==> config.mk <==
export PLATFORM = sky130hd
export DESIGN_NAME = sorted_point_table_by_distance_core
export DESIGN_NICKNAME = d
export VERILOG_FILES = /design/src/rtl/spt_pkg.sv /design/src/rtl/spt_sq_unit.sv /design/src/rtl/spt_table_mem.sv /design/src/rtl/sorted_point_table_by_distance_core.sv
export SDC_FILE = /design/constraint.sdc
export NUM_CORES = 2
export LEC_CHECK = 0
export ABC_AREA = 1
export BUFFER_PORTS_ARGS = -buffer_cell sky130_fd_sc_hd__buf_2
export CORE_ASPECT_RATIO = 0.5
export CORE_UTILIZATION = 60
export DETAILED_ROUTE_END_ITERATION = 16
export HOLD_SLACK_MARGIN = 0.02
export PLACE_DENSITY = 0.75
export SYNTH_ARGS = -nofsm -noshare
export SYNTH_HDL_FRONTEND = slang
export SYNTH_SLANG_ARGS = --single-unit
==> constraint.sdc <==
create_clock -name clk_i -period 9.2 [get_ports clk_i]
set_input_delay 0 -clock clk_i [delete_from_list [all_inputs] [get_ports clk_i]]
set_output_delay 0 -clock clk_i [all_outputs]
set_load 0.05 [all_outputs]
==> src/rtl/spt_pkg.sv <==
package spt_pkg;

  // default table depth and coordinate width
  localparam int CAPACITY_DEFAULT   = 32;
  localparam int COORD_BITS_DEFAULT = 16;

  // widths of the fixed port fields
  localparam int FIELD_W   = 16;
  localparam int POS_W     = 5;
  localparam int DROPPED_W = 5;
  localparam int FILL_W    = 6;

  typedef enum logic [2:0] {
    ACT_INSERT    = 3'd0,
    ACT_POP_FIRST = 3'd1,
    ACT_POP_LAST  = 3'd2,
    ACT_REMOVE_AT = 3'd3,
    ACT_DEDUP     = 3'd4
  } spt_action_e;

  // control of the shared squaring unit
  typedef struct packed {
    logic sq_first;  // register operand squared
    logic sq_acc;    // add operand squared to the held square
  } spt_sq_ctl_t;

endpackage

==> src/rtl/spt_sq_unit.sv <==
module spt_sq_unit #(
  parameter int COORD_BITS = spt_pkg::COORD_BITS_DEFAULT
) (
  input  logic                          clk_i,
  input  spt_pkg::spt_sq_ctl_t          ctl_i,
  input  logic signed [COORD_BITS-1:0]  operand_i,
  output logic [2*COORD_BITS-1:0]       dist_o
);
  import spt_pkg::*;

  localparam int CW = COORD_BITS;
  localparam int DW = 2 * COORD_BITS;

  logic [CW-1:0] mag;
  logic [DW-1:0] prod;
  logic [DW-1:0] sq_q, sq_d;
  logic [DW-1:0] dist_q, dist_d;

  // magnitude fits in CW unsigned bits, also for the most negative value
  assign mag  = operand_i[CW-1] ? CW'(~$unsigned(operand_i) + 1'b1) : $unsigned(operand_i);
  assign prod = DW'(mag) * DW'(mag);

  always_comb begin
    sq_d   = sq_q;
    dist_d = dist_q;
    if (ctl_i.sq_first) begin
      sq_d = prod;
    end
    if (ctl_i.sq_acc) begin
      dist_d = sq_q + prod;
    end
  end

  always_ff @(posedge clk_i) begin
    sq_q   <= sq_d;
    dist_q <= dist_d;
  end

  assign dist_o = dist_q;

endmodule

==> src/rtl/spt_table_mem.sv <==
module spt_table_mem #(
  parameter int DEPTH = spt_pkg::CAPACITY_DEFAULT,
  parameter int WIDTH = 4 * spt_pkg::COORD_BITS_DEFAULT
) (
  input  logic                     clk_i,
  input  logic                     we_i,
  input  logic [$clog2(DEPTH)-1:0] waddr_i,
  input  logic [WIDTH-1:0]         wdata_i,
  input  logic [$clog2(DEPTH)-1:0] raddr_i,
  output logic [WIDTH-1:0]         rdata_o
);
  import spt_pkg::*;

  logic [WIDTH-1:0] mem_q [DEPTH];
  logic [WIDTH-1:0] rdata_q;

  always_ff @(posedge clk_i) begin
    if (we_i) begin
      mem_q[waddr_i] <= wdata_i;
    end
  end

  always_ff @(posedge clk_i) begin
    rdata_q <= mem_q[raddr_i];
  end

  assign rdata_o = rdata_q;

endmodule

==> src/rtl/sorted_point_table_by_distance_core.sv <==
// sequence: an insert squares x, then y, and walks down from the end; removals and
//   dedup read the start entry, then walk upward; refused or unknown actions skip to ST_FIN
// throughput: one item at a time; the table walk (one read and one write port, registered
//   read) moves one entry per cycle; a new item is taken only once the last result is handed on
// reset: entry count and handshake state clear at once; table contents stay undefined
//   until written, with no clearing pass
module sorted_point_table_by_distance_core #(
  parameter int CAPACITY   = spt_pkg::CAPACITY_DEFAULT,
  parameter int COORD_BITS = spt_pkg::COORD_BITS_DEFAULT
) (
  input  logic                               clk_i,
  input  logic                               rst_ni,
  // input channel
  input  logic                               in_valid_i,
  output logic                               in_ready_o,
  input  logic [2:0]                         action_i,
  input  logic signed [spt_pkg::FIELD_W-1:0] coord_x_i,
  input  logic signed [spt_pkg::FIELD_W-1:0] coord_y_i,
  input  logic [spt_pkg::POS_W-1:0]          position_i,
  // result channel
  output logic                               out_valid_o,
  input  logic                               out_ready_i,
  output logic                               ok_o,
  output logic signed [spt_pkg::FIELD_W-1:0] out_x_o,
  output logic signed [spt_pkg::FIELD_W-1:0] out_y_o,
  output logic [spt_pkg::DROPPED_W-1:0]      dropped_o,
  output logic [spt_pkg::FILL_W-1:0]         fill_o
);
  import spt_pkg::*;

  localparam int CW    = COORD_BITS;
  localparam int DW    = 2 * COORD_BITS;      // squared distance
  localparam int WW    = DW + 2 * COORD_BITS; // table word: {dist, x, y}
  localparam int AW    = $clog2(CAPACITY);
  localparam int CNTW  = $clog2(CAPACITY + 1);
  localparam int RAW_W = (CW > FIELD_W) ? CW : FIELD_W;
  localparam int OW    = (CW > FIELD_W) ? CW : FIELD_W;
  localparam int PW    = (CNTW > POS_W) ? CNTW : POS_W;
  localparam int FW    = (CNTW > FILL_W) ? CNTW : FILL_W;

  // sequencer states, one-hot
  typedef enum logic [7:0] {
    ST_IDLE = 8'b0000_0001,  // waiting for an input transfer
    ST_SQX  = 8'b0000_0010,  // square x of new point
    ST_SQY  = 8'b0000_0100,  // square y and sum, first read of the insert walk
    ST_INS  = 8'b0000_1000,  // walk down from the end, shifting entries up
    ST_RDF  = 8'b0001_0000,  // read the entry at the start index
    ST_LOAD = 8'b0010_0000,  // capture that entry, start walking upward
    ST_WALK = 8'b0100_0000,  // shift down (remove) or compact (dedup)
    ST_FIN  = 8'b1000_0000   // hand result to the output register
  } state_e;

  state_e state_q, state_d;

  logic [2:0]           act_q, act_d;
  logic signed [CW-1:0] nx_q, nx_d, ny_q, ny_d;
  logic [AW-1:0]        idx_q, idx_d;
  logic [CNTW-1:0]      cnt_q, cnt_d;     // walk position
  logic [CNTW-1:0]      w_q, w_d;         // dedup write position
  logic [CNTW-1:0]      count_q, count_d; // entries held
  logic signed [CW-1:0] rx_q, rx_d, ry_q, ry_d;
  logic                 ok_q, ok_d;
  logic [DROPPED_W-1:0] drop_q, drop_d;

  // output register
  logic                       out_valid_q, out_valid_d;
  logic                       out_ok_q, out_ok_d;
  logic signed [FIELD_W-1:0]  out_x_q, out_x_d, out_y_q, out_y_d;
  logic [DROPPED_W-1:0]       out_drop_q, out_drop_d;
  logic [FILL_W-1:0]          out_fill_q, out_fill_d;

  // coordinates from the low COORD_BITS bits of the fields, sign from bit COORD_BITS-1
  logic [RAW_W-1:0]     raw_x, raw_y;
  logic signed [CW-1:0] in_x, in_y;
  assign raw_x = RAW_W'($unsigned(coord_x_i));
  assign raw_y = RAW_W'($unsigned(coord_y_i));
  assign in_x  = signed'(raw_x[CW-1:0]);
  assign in_y  = signed'(raw_y[CW-1:0]);

  logic [PW-1:0] pos_ext, cnt_pos;
  assign pos_ext = PW'(position_i);
  assign cnt_pos = PW'(count_q);

  // shared squaring unit
  spt_sq_ctl_t          sq_ctl;
  logic signed [CW-1:0] sq_operand;
  logic [DW-1:0]        dist_new;

  spt_sq_unit #(
    .COORD_BITS (COORD_BITS)
  ) u_sq (
    .clk_i     (clk_i),
    .ctl_i     (sq_ctl),
    .operand_i (sq_operand),
    .dist_o    (dist_new)
  );

  // table memory
  logic            mem_we;
  logic [CNTW-1:0] wr_sel, rd_sel;
  logic [WW-1:0]   mem_wdata, rd_word;

  spt_table_mem #(
    .DEPTH (CAPACITY),
    .WIDTH (WW)
  ) u_mem (
    .clk_i   (clk_i),
    .we_i    (mem_we),
    .waddr_i (wr_sel[AW-1:0]),
    .wdata_i (mem_wdata),
    .raddr_i (rd_sel[AW-1:0]),
    .rdata_o (rd_word)
  );

  // fields of the entry in the read register
  logic [DW-1:0]        ent_d;
  logic signed [CW-1:0] ent_x, ent_y;
  assign ent_d = rd_word[WW-1:2*CW];
  assign ent_x = signed'(rd_word[2*CW-1:CW]);
  assign ent_y = signed'(rd_word[CW-1:0]);

  // new point sorts at or before the entry: distance, then x, then y
  logic goes_before;
  assign goes_before = (dist_new < ent_d) ||
                       ((dist_new == ent_d) &&
                        ((nx_q < ent_x) || ((nx_q == ent_x) && (ny_q <= ent_y))));

  logic is_remove;
  assign is_remove = (act_q == ACT_POP_FIRST) || (act_q == ACT_POP_LAST) ||
                     (act_q == ACT_REMOVE_AT);

  // result fields, extended to the port width
  logic signed [OW-1:0] rx_ext, ry_ext;
  logic [FW-1:0]        cnt_fill;
  assign rx_ext   = OW'(rx_q);
  assign ry_ext   = OW'(ry_q);
  assign cnt_fill = FW'(count_q);

  always_comb begin
    state_d     = state_q;
    act_d       = act_q;
    nx_d        = nx_q;
    ny_d        = ny_q;
    idx_d       = idx_q;
    cnt_d       = cnt_q;
    w_d         = w_q;
    count_d     = count_q;
    rx_d        = rx_q;
    ry_d        = ry_q;
    ok_d        = ok_q;
    drop_d      = drop_q;
    out_valid_d = out_valid_q;
    out_ok_d    = out_ok_q;
    out_x_d     = out_x_q;
    out_y_d     = out_y_q;
    out_drop_d  = out_drop_q;
    out_fill_d  = out_fill_q;

    in_ready_o  = 1'b0;
    sq_ctl      = '0;
    sq_operand  = nx_q;
    mem_we      = 1'b0;
    wr_sel      = cnt_q;
    mem_wdata   = rd_word;
    rd_sel      = cnt_q;

    // result taken downstream
    if (out_valid_q && out_ready_i) begin
      out_valid_d = 1'b0;
    end

    unique case (state_q)
      ST_IDLE: begin
        in_ready_o = 1'b1;
        if (in_valid_i) begin
          act_d  = action_i;
          nx_d   = in_x;
          ny_d   = in_y;
          ok_d   = 1'b0;
          drop_d = '0;
          rx_d   = '0;
          ry_d   = '0;
          idx_d  = '0;
          state_d = ST_FIN;
          unique case (action_i)
            ACT_INSERT: begin
              if (count_q < CNTW'(CAPACITY)) begin
                state_d = ST_SQX;
              end
            end
            ACT_POP_FIRST, ACT_DEDUP: begin
              if (count_q != '0) begin
                state_d = ST_RDF;
              end
            end
            ACT_POP_LAST: begin
              if (count_q != '0) begin
                wr_sel  = count_q - CNTW'(1);
                idx_d   = wr_sel[AW-1:0];
                state_d = ST_RDF;
              end
            end
            ACT_REMOVE_AT: begin
              if (pos_ext < cnt_pos) begin
                idx_d   = pos_ext[AW-1:0];
                state_d = ST_RDF;
              end
            end
            default: begin
              state_d = ST_FIN;  // unknown action, nothing changes
            end
          endcase
        end
      end

      ST_SQX: begin
        sq_ctl.sq_first = 1'b1;
        sq_operand      = nx_q;
        state_d         = ST_SQY;
      end

      ST_SQY: begin
        sq_ctl.sq_acc = 1'b1;
        sq_operand    = ny_q;
        rd_sel        = count_q - CNTW'(1);  // last entry, if any
        cnt_d         = count_q;
        state_d       = ST_INS;
      end

      ST_INS: begin
        // read register holds entry cnt_q-1 when cnt_q is nonzero
        mem_we = 1'b1;
        wr_sel = cnt_q;
        rd_sel = cnt_q - CNTW'(2);
        if ((cnt_q != '0) && goes_before) begin
          mem_wdata = rd_word;
          cnt_d     = cnt_q - CNTW'(1);
        end else begin
          mem_wdata = {dist_new, nx_q, ny_q};
          count_d   = count_q + CNTW'(1);
          ok_d      = 1'b1;
          state_d   = ST_FIN;
        end
      end

      ST_RDF: begin
        rd_sel  = CNTW'(idx_q);
        state_d = ST_LOAD;
      end

      ST_LOAD: begin
        // removed point, or the kept point that dedup compares against
        rx_d    = ent_x;
        ry_d    = ent_y;
        cnt_d   = CNTW'(idx_q) + CNTW'(1);
        rd_sel  = cnt_d;
        w_d     = CNTW'(1);
        state_d = ST_WALK;
      end

      ST_WALK: begin
        rd_sel = cnt_q + CNTW'(1);
        if (cnt_q == count_q) begin
          count_d = (act_q == ACT_DEDUP) ? w_q : (count_q - CNTW'(1));
          ok_d    = 1'b1;
          state_d = ST_FIN;
        end else begin
          cnt_d = cnt_q + CNTW'(1);
          if (act_q == ACT_DEDUP) begin
            if ((ent_x == rx_q) && (ent_y == ry_q)) begin
              if (drop_q != '1) begin
                drop_d = drop_q + DROPPED_W'(1);
              end
            end else begin
              mem_we    = 1'b1;
              wr_sel    = w_q;
              mem_wdata = rd_word;
              rx_d      = ent_x;
              ry_d      = ent_y;
              w_d       = w_q + CNTW'(1);
            end
          end else begin
            // close the gap: entry cnt_q moves down one place
            mem_we    = 1'b1;
            wr_sel    = cnt_q - CNTW'(1);
            mem_wdata = rd_word;
          end
        end
      end

      ST_FIN: begin
        if (!out_valid_q || out_ready_i) begin
          out_valid_d = 1'b1;
          out_ok_d    = ok_q;
          out_x_d     = (ok_q && is_remove) ? rx_ext[FIELD_W-1:0] : '0;
          out_y_d     = (ok_q && is_remove) ? ry_ext[FIELD_W-1:0] : '0;
          out_drop_d  = (act_q == ACT_DEDUP) ? drop_q : '0;
          out_fill_d  = (cnt_fill > FW'(63)) ? FILL_W'(63) : cnt_fill[FILL_W-1:0];
          state_d     = ST_IDLE;
        end
      end

      default: begin
        state_d = ST_IDLE;
      end
    endcase
  end

  // control state
  always_ff @(posedge clk_i or negedge rst_ni) begin
    if (!rst_ni) begin
      state_q     <= ST_IDLE;
      count_q     <= '0;
      out_valid_q <= 1'b0;
    end else begin
      state_q     <= state_d;
      count_q     <= count_d;
      out_valid_q <= out_valid_d;
    end
  end

  // payload and walk registers
  always_ff @(posedge clk_i) begin
    act_q      <= act_d;
    nx_q       <= nx_d;
    ny_q       <= ny_d;
    idx_q      <= idx_d;
    cnt_q      <= cnt_d;
    w_q        <= w_d;
    rx_q       <= rx_d;
    ry_q       <= ry_d;
    ok_q       <= ok_d;
    drop_q     <= drop_d;
    out_ok_q   <= out_ok_d;
    out_x_q    <= out_x_d;
    out_y_q    <= out_y_d;
    out_drop_q <= out_drop_d;
    out_fill_q <= out_fill_d;
  end

  assign out_valid_o = out_valid_q;
  assign ok_o        = out_ok_q;
  assign out_x_o     = out_x_q;
  assign out_y_o     = out_y_q;
  assign dropped_o   = out_drop_q;
  assign fill_o      = out_fill_q;

  // table never holds more than its depth
  a_count_bound: assert property (@(posedge clk_i) disable iff (!rst_ni)
    count_q <= CNTW'(CAPACITY))
    else $error("entry count above capacity");

  // the table is written only by the insert walk or the remove/dedup walk
  a_write_window: assert property (@(posedge clk_i) disable iff (!rst_ni)
    mem_we |-> (state_q == ST_INS || state_q == ST_WALK))
    else $error("table write outside a walk");

  // an input transfer always starts work on that item
  a_accept_busy: assert property (@(posedge clk_i) disable iff (!rst_ni)
    (in_valid_i && in_ready_o) |=> (state_q != ST_IDLE))
    else $error("accepted item left sequencer idle");

  // a refused insert only happens on a full table
  a_insert_refused_full: assert property (@(posedge clk_i) disable iff (!rst_ni)
    (state_q == ST_FIN && act_q == ACT_INSERT && !ok_q) |-> (count_q == CNTW'(CAPACITY)))
    else $error("insert refused with room left");

endmodule

---- Yosys cells after proc, flatten, opt, wreduce, memory -nomap -nowiden ----
Memories as Yosys holds them, arrays and structs flattened. A register that Yosys moved wholly into a read port is not among the register bits.
Cells that the tools add are included.
W data, S select, Z words.
word-level totals
  logic and storage cells ................. 168
  memory bits (writable) .................. 2048
  memories ................................ 1
  input port bits ......................... 44
  bits in registers ....................... 213
  output and inout port bits .............. 46
memories
  memory       words  bits a word  rd ports  clocked after Yosys merged registers in  write ports  RTL line             source
  u_mem.mem_q  32     64           1         1                                        1            spt_table_mem.sv:14  logic [WIDTH-1:0] mem_q [DEPTH];
operators by class
  $add $sub $neg .......................... 10
  mux-type cells .......................... 66
  reduce and logical (&&, ||, !) cells .... 31
  $mul .................................... 1
  bitwise gates (word level) .............. 1
  equal/unequal tests ..................... 32
  order comparisons ....................... 6
operators with widths
  cell                     count
  $mux W16                 9
  $mux W64                 2
  $pmux W16 S3             2
  $mux W5                  13
  $pmux W8 S8              1
  $mux W8                  7
  $eq A16 B16 Y1           3
  $mux W6                  8
  $add A32 B32 Y32         1
  $eq A32 B32 Y1           1
  $lt A32 B32 Y1           1
  $mul A16 B16 Y32         1
  $pmux W5 S2              3
  $pmux W5 S5              1
  $pmux W6 S2              2
  $pmux W6 S4              1
  $pmux W8 S3              1
  $ne A2 B2 Y1 const B     10
  $add A6 B1 Y6 const B    3
  $add A16 B1 Y16 const B  1
  $le A16 B16 Y1           1
  $lt A16 B16 Y1           1
  $not A16 Y16             1
  $mux W1                  14
  36 further kinds         59

---- Logic depth before layout (Yosys ltp) ----
  depth in word-level cells ............... 8
  mapped depth ............................ 51
  mapped depth without buffers ............ 49

---- By module ----
Synthesis repeated with hierarchy kept, for this count alone.
unflattened totals
  cell total of the unflattened synthesis .. 9400
  area, all modules ....................... 104458.9 µm²
by module, submodules not included
  module                               area each (µm²)  cells each  seq. area each (µm²)  times used
  spt_table_mem                        83022.1          6768        62780.2               1
  spt_sq_unit                          11323.4          1351        1891.8                1
  sorted_point_table_by_distance_core  10113.4          1281        4400.5                1

---- Worst setup path before layout ----
Ideal clock, no wire load.
  path kind ............................... reg2reg
  start point ............................. register state_q[3]
  end point ............................... register u_sq.dist_q[28] (netlist: u_sq.dist_o[28]), data pin
  arrival ................................. 8.255 ns
  cell stages (with the launch flop) ...... 44
  clock period less this slack ............ 8.514 ns
  setup slack ............................. 0.686 ns
  path buffers ............................ 2
  required time ........................... 8.942 ns
  cell sequence ........................... dfrtp_1 inv_1 nand2_1 nor2_2 buf_4 nand3_1 nand2_2 clkbuf_1 ha_1 inv_1 nor2_1 nand2_1 inv_2 nand3_1 nand4_1 nand2_1 inv_1 nand2_1 [... 8 more ...] inv_1 ha_1 a21oi_1 inv_1 a21oi_1 o21ai_0 a21oi_1 o21ai_0 xor2_1 ha_1 nand2_1 nor4_1 nand2_1 o211ai_1 nand3_1 nand2_1 a21oi_1 xnor2_1
between the ends
  word-level cells in the longest chain between the ends .. 7
ends and longest elaborated chain
  item                      RTL line                                    source
  start: declaration        sorted_point_table_by_distance_core.sv:53   state_e state_q, state_d;
  start signal: assignment  sorted_point_table_by_distance_core.sv:316  state_q <= state_d;
  $eq A8 B3 Y1 (*)          sorted_point_table_by_distance_core.sv:172  unique case (state_q)
  $mux W16 (*)              sorted_point_table_by_distance_core.sv:172
  $not A16 Y16              spt_sq_unit.sv:20                           assign mag = operand_i[CW-1] ? CW'(~$unsigned(operand_i) + 1'b1) : $unsigned(operand_i);
  $add A16 B1 Y16           spt_sq_unit.sv:20
  $mux W16 (*)              spt_sq_unit.sv:20
  $mul A16 B16 Y32 (*)      spt_sq_unit.sv:21                           assign prod = DW'(mag) * DW'(mag);
  named net u_sq.prod[20]   spt_sq_unit.sv:15                           logic [DW-1:0] prod;
  $add A32 B32 Y32 (*)      spt_sq_unit.sv:30                           dist_d = sq_q + prod;
  end signal: assignment    spt_sq_unit.sv:36                           dist_q <= dist_d;
  end: declaration          spt_sq_unit.sv:17                           logic [DW-1:0] dist_q, dist_d;
The timed path passes the listed nets; every way through them passes the cells marked *.
A chain may end at the register's enable or synchronous reset.

---- Final worst setup path ----
  start point ............................. register ny_q[1]
  end point ............................... register u_sq.dist_q[31] (netlist: u_sq.dist_o[31]), data pin
between the ends
  word-level cells in the longest chain between the ends .. 6
ends and longest elaborated chain
  item                      RTL line                                    source
  start: declaration        sorted_point_table_by_distance_core.sv:56   logic signed [CW-1:0] nx_q, nx_d, ny_q, ny_d;
  start signal: assignment  sorted_point_table_by_distance_core.sv:326  ny_q <= ny_d;
  $mux W16 (*)              sorted_point_table_by_distance_core.sv:172
  $not A16 Y16              spt_sq_unit.sv:20
  $add A16 B1 Y16           spt_sq_unit.sv:20
  $mux W16 (*)              spt_sq_unit.sv:20
  $mul A16 B16 Y32 (*)      spt_sq_unit.sv:21
  named net u_sq.prod[14]   spt_sq_unit.sv:15
  $add A32 B32 Y32 (*)      spt_sq_unit.sv:30
Marked as above.

==> impl_summary.txt <==
----------------------------------------------------
[Timing]
  Largest clock skew in the final design ... 0.06825 ns
  Max-slew violations ... 0
  Setup repair after global routing missed its margin ... true
  Normalized max-slew margin ... 9.191%
  Share of the clock period used by the worst path ... 94.77%
  Final critical delay including setup and external delays ... 8.719 ns
  Fin. Hold Viols ... 0
  Number of endpoints failing setup at the final stage ... 0
  Worst Tran Pin Value ... 1.362 ns
  Timing-limited maximum frequency ... 114.7 MHz

[Logic synthesis]
  Most repeated cell in the gate-level netlist after synthesis ... sky130_fd_sc_hd__nand2_1
  Seq/Total Area, Yosys ... 66.26%
  Top_reg_cell synth ... sky130_fd_sc_hd__edfxtp_1
  Fraction of synthesis flops using an asynchronous set or reset pin ... 0.6454%
  Count of cell types in the netlist ... 60
  Per-instance average area after synthesis ... 11.23 µm²
  Post-synth top area share ... 64.67%
  Number of enable-type register cells in the synthesized netlist ... 2245
  Cell taking the most area after synthesis ... sky130_fd_sc_hd__edfxtp_1
  Mapped Cells ... 9281
  Post-synth top cells ... sky130_fd_sc_hd__nand2_1, sky130_fd_sc_hd__edfxtp_1, sky130_fd_sc_hd__nand3_1
  Cell area after synthesis ... 104200 µm²
  Area contributors post-synth ... sky130_fd_sc_hd__edfxtp_1, sky130_fd_sc_hd__nand3_1, sky130_fd_sc_hd__nand2_1
  Yosys Warn Count ... 0
  Flop and latch count out of synthesis ... 2324

[Finish]
  Layout cell share with drive strength beyond 1 ... 8.123%
  FILL cells ... 12200
  Final Non-Filler Cells ... 11810
  Utilization after layout ... 67.00%
  Final design instance area without fill ... 114800 µm²
  Layout overhead on the synthesized area ... 10.14%
  Final net count ... 9772

[Placement]
  Placed instance area ... 107200 µm²
  Number of port buffers ... 89
  Placed cell count ... 11350
  HPWL after detailed placement ... 169100 µm
  Routability congestion estimate ... 0.9111

[Hold path]
  Class of the tightest hold or removal check ... in2reg

[Outcome]
  Status ... finished clean

[CTS]
  Skew-Pair Late Insertion Delay ... 0.88 ns
  Num CTS Buffers ... 198
  TritonCTS clock tree ... built
  Number of sinks on the clock net ... 2324
  Buffer depth of the longest clock path ... 4
  H-tree Lvls ... 4
  Root buf cell ... sky130_fd_sc_hd__clkbuf_16
  Clock transition at the registers of the reported paths ... 0.07 ns

[Worst setup path]
  Critical Path Start Type ... flip-flop
  Critical path's top delay family ... adder cells
  Number of buffer and inverter stages on the critical path ... 9
  Arrival time at the worst endpoint ... 9.32 ns
  Critical Path Slowest Stage Cell ... sky130_fd_sc_hd__fa_1
  Data required, critical path ... 9.80 ns
  Type of element capturing the critical path ... flip-flop
  Setup Crit Path Kind ... reg2reg
  Largest fanout of any net on the critical path ... 7
  Crit-path max cell delay ... 0.51 ns

[Drt]
  Initial DRC count ... 12640
  DR vias ... 74250
  Via density per instance ... 6.286
  Routed WL per cell ... 26.30 µm
  Wire length reported by the detailed router ... 310600 µm
  Number of iterations in the first detailed-routing pass ... 7
  Final routed DRC violation total ... 0
  Number of nets still failing antenna checks after routing ... 0

[Global route]
  Remaining global-route overflow ... 0
  Initial antenna violation count ... 16
  Overall Global Routing Usage ... 34.96%
  Global-route wire length before repair ... 450100 µm
  Pin count of the biggest net entering global routing ... 219
  Via count of the first global-routing pass ... 69190

[Flow run]
  Max-Cap Viols ... 0

[Die]
  I/O pins ... 90
  Horizontal extent of the die ... 591.5 µm
  Initial cell density of the core ... 60.83%
  Core footprint ... 171400 µm²
  Count of standard-cell rows ... 107
  Die area ... 175500 µm²
  Die height ... 296.7 µm

----------------------------------------------------
[per-stage QoR]
stage               setup WS [ns]  hold WS [ns]  TNS, ns
finish                     0.4814       0.08564        0
global route             -0.07728       0.06707  -0.1452
CTS                       0.04296       0.05358        0
detailed placement        0.06457      -0.03480        0
global placement          0.09755      -0.03925        0
floorplan                  0.6864       -0.2956        0
[path summary, 6_finish.rpt]
check | startpoint | to | slack, ns | cells after the start
hold / removal | position_i[3] | idx_q[3]$_DFFE_PP_ | 0.09 | 4
min in group asynchronous | rst_ni | cnt_fill[4]$_DFFE_PN0P_ | 0.37 | 3
setup reg to reg | ny_q[1]$_DFFE_PP_ | u_sq.dist_o[31]$_DFFE_PN_ | 0.48 | 39
setup / recovery | ny_q[1]$_DFFE_PP_ | u_sq.dist_o[31]$_DFFE_PN_ | 0.48 | 39
max in group asynchronous | rst_ni | cnt_fill[0]$_DFFE_PN0P_ | 8.32 | 3
hold reg to reg | ok_q$_DFFE_PP_ | ok_o$_DFFE_PP_ | 0.50 | 0
[kinds of logic (layout without fill, tap and decap cells)]
kind of cell,Yosys count,count (layout),synth area share [%]
and+or+nand+nor,5122,5122,21.32
DFF,2324,2324,66.26
buffers and inverters,1058,1284,4.353
adders and majority gates,372,372,5.624
AOI/OAI and AO/OA,328,328,1.794
xor gates and xnor gates,75,75,0.6445
other,2,17,0.007204
[layout by cell type (no fill, tap or decap), drive strengths merged, types with 7 or more instances in the layout]
cell and n:
nand2 2646, edfxtp 2245, nand3 2043, inv 554
nor2 336, buf 287, clkbuf 266, ha 211
fa 161, o21ai 133, a21oi 123, dlygate4sd3 82
clkinv 76, dfxtp 64, xor2 52, nand4 39
xnor2 23, nand3b 20, nor3 19, bufinv 17
dfrtp 14, a31oi 12, conb 11, o211ai 10
nor4 10, o221ai 9, o21a 7
[repair_timing]
action / in CTS / in global routing
gates resized for setup: 0 / 42
setup buffers: 0 / 15
endpoints found under the setup margin: 0 / 15
endpoints found under the hold margin: 77 / 0
hold buffers: 82 / 0
[worst min-delay path: stages]
cell	delay, ns
sky130_fd_sc_hd__dlygate4sd3_1	0.51
sky130_fd_sc_hd__buf_2	0.12
sky130_fd_sc_hd__nand2_1	0.05
sky130_fd_sc_hd__o21ai_0	0.09
[metal layers]
layer,vias up,global-route usage [%],wire [µm]
li1,32300,-,-
met1,35470,50.08,113800
met2,5584,51.10,134200
met3,874,10.12,49560
met4,18,12.94,12930
met5,-,0,113
[layout make-up]
type / instances / area [µm²] / area share [%]
inverters: 555 / 2137 / 1.861
diodes: 6 / 15.01 / 0.01308
repair buffers: 369 / 3013 / 2.624
clock buffers: 266 / 5574 / 4.855
flip-flops and latches: 2324 / 69070 / 60.16
multi-input cells: 5908 / 31230 / 27.20
clock inverters: 94 / 912.1 / 0.7944
well taps: 2289 / 2864 / 2.494
[registers in the layout, indices dropped and copies added, names as in the netlist, 31 cells and up]
signal,flops
u_mem.rdata_o,64
u_sq.dist_o,32
u_sq.sq_q,31
u_mem.mem_q,2048
Power is left out: the tool's default activity adds up to more than one toggle a clock period on the data nets, which glitch-free logic cannot reach.
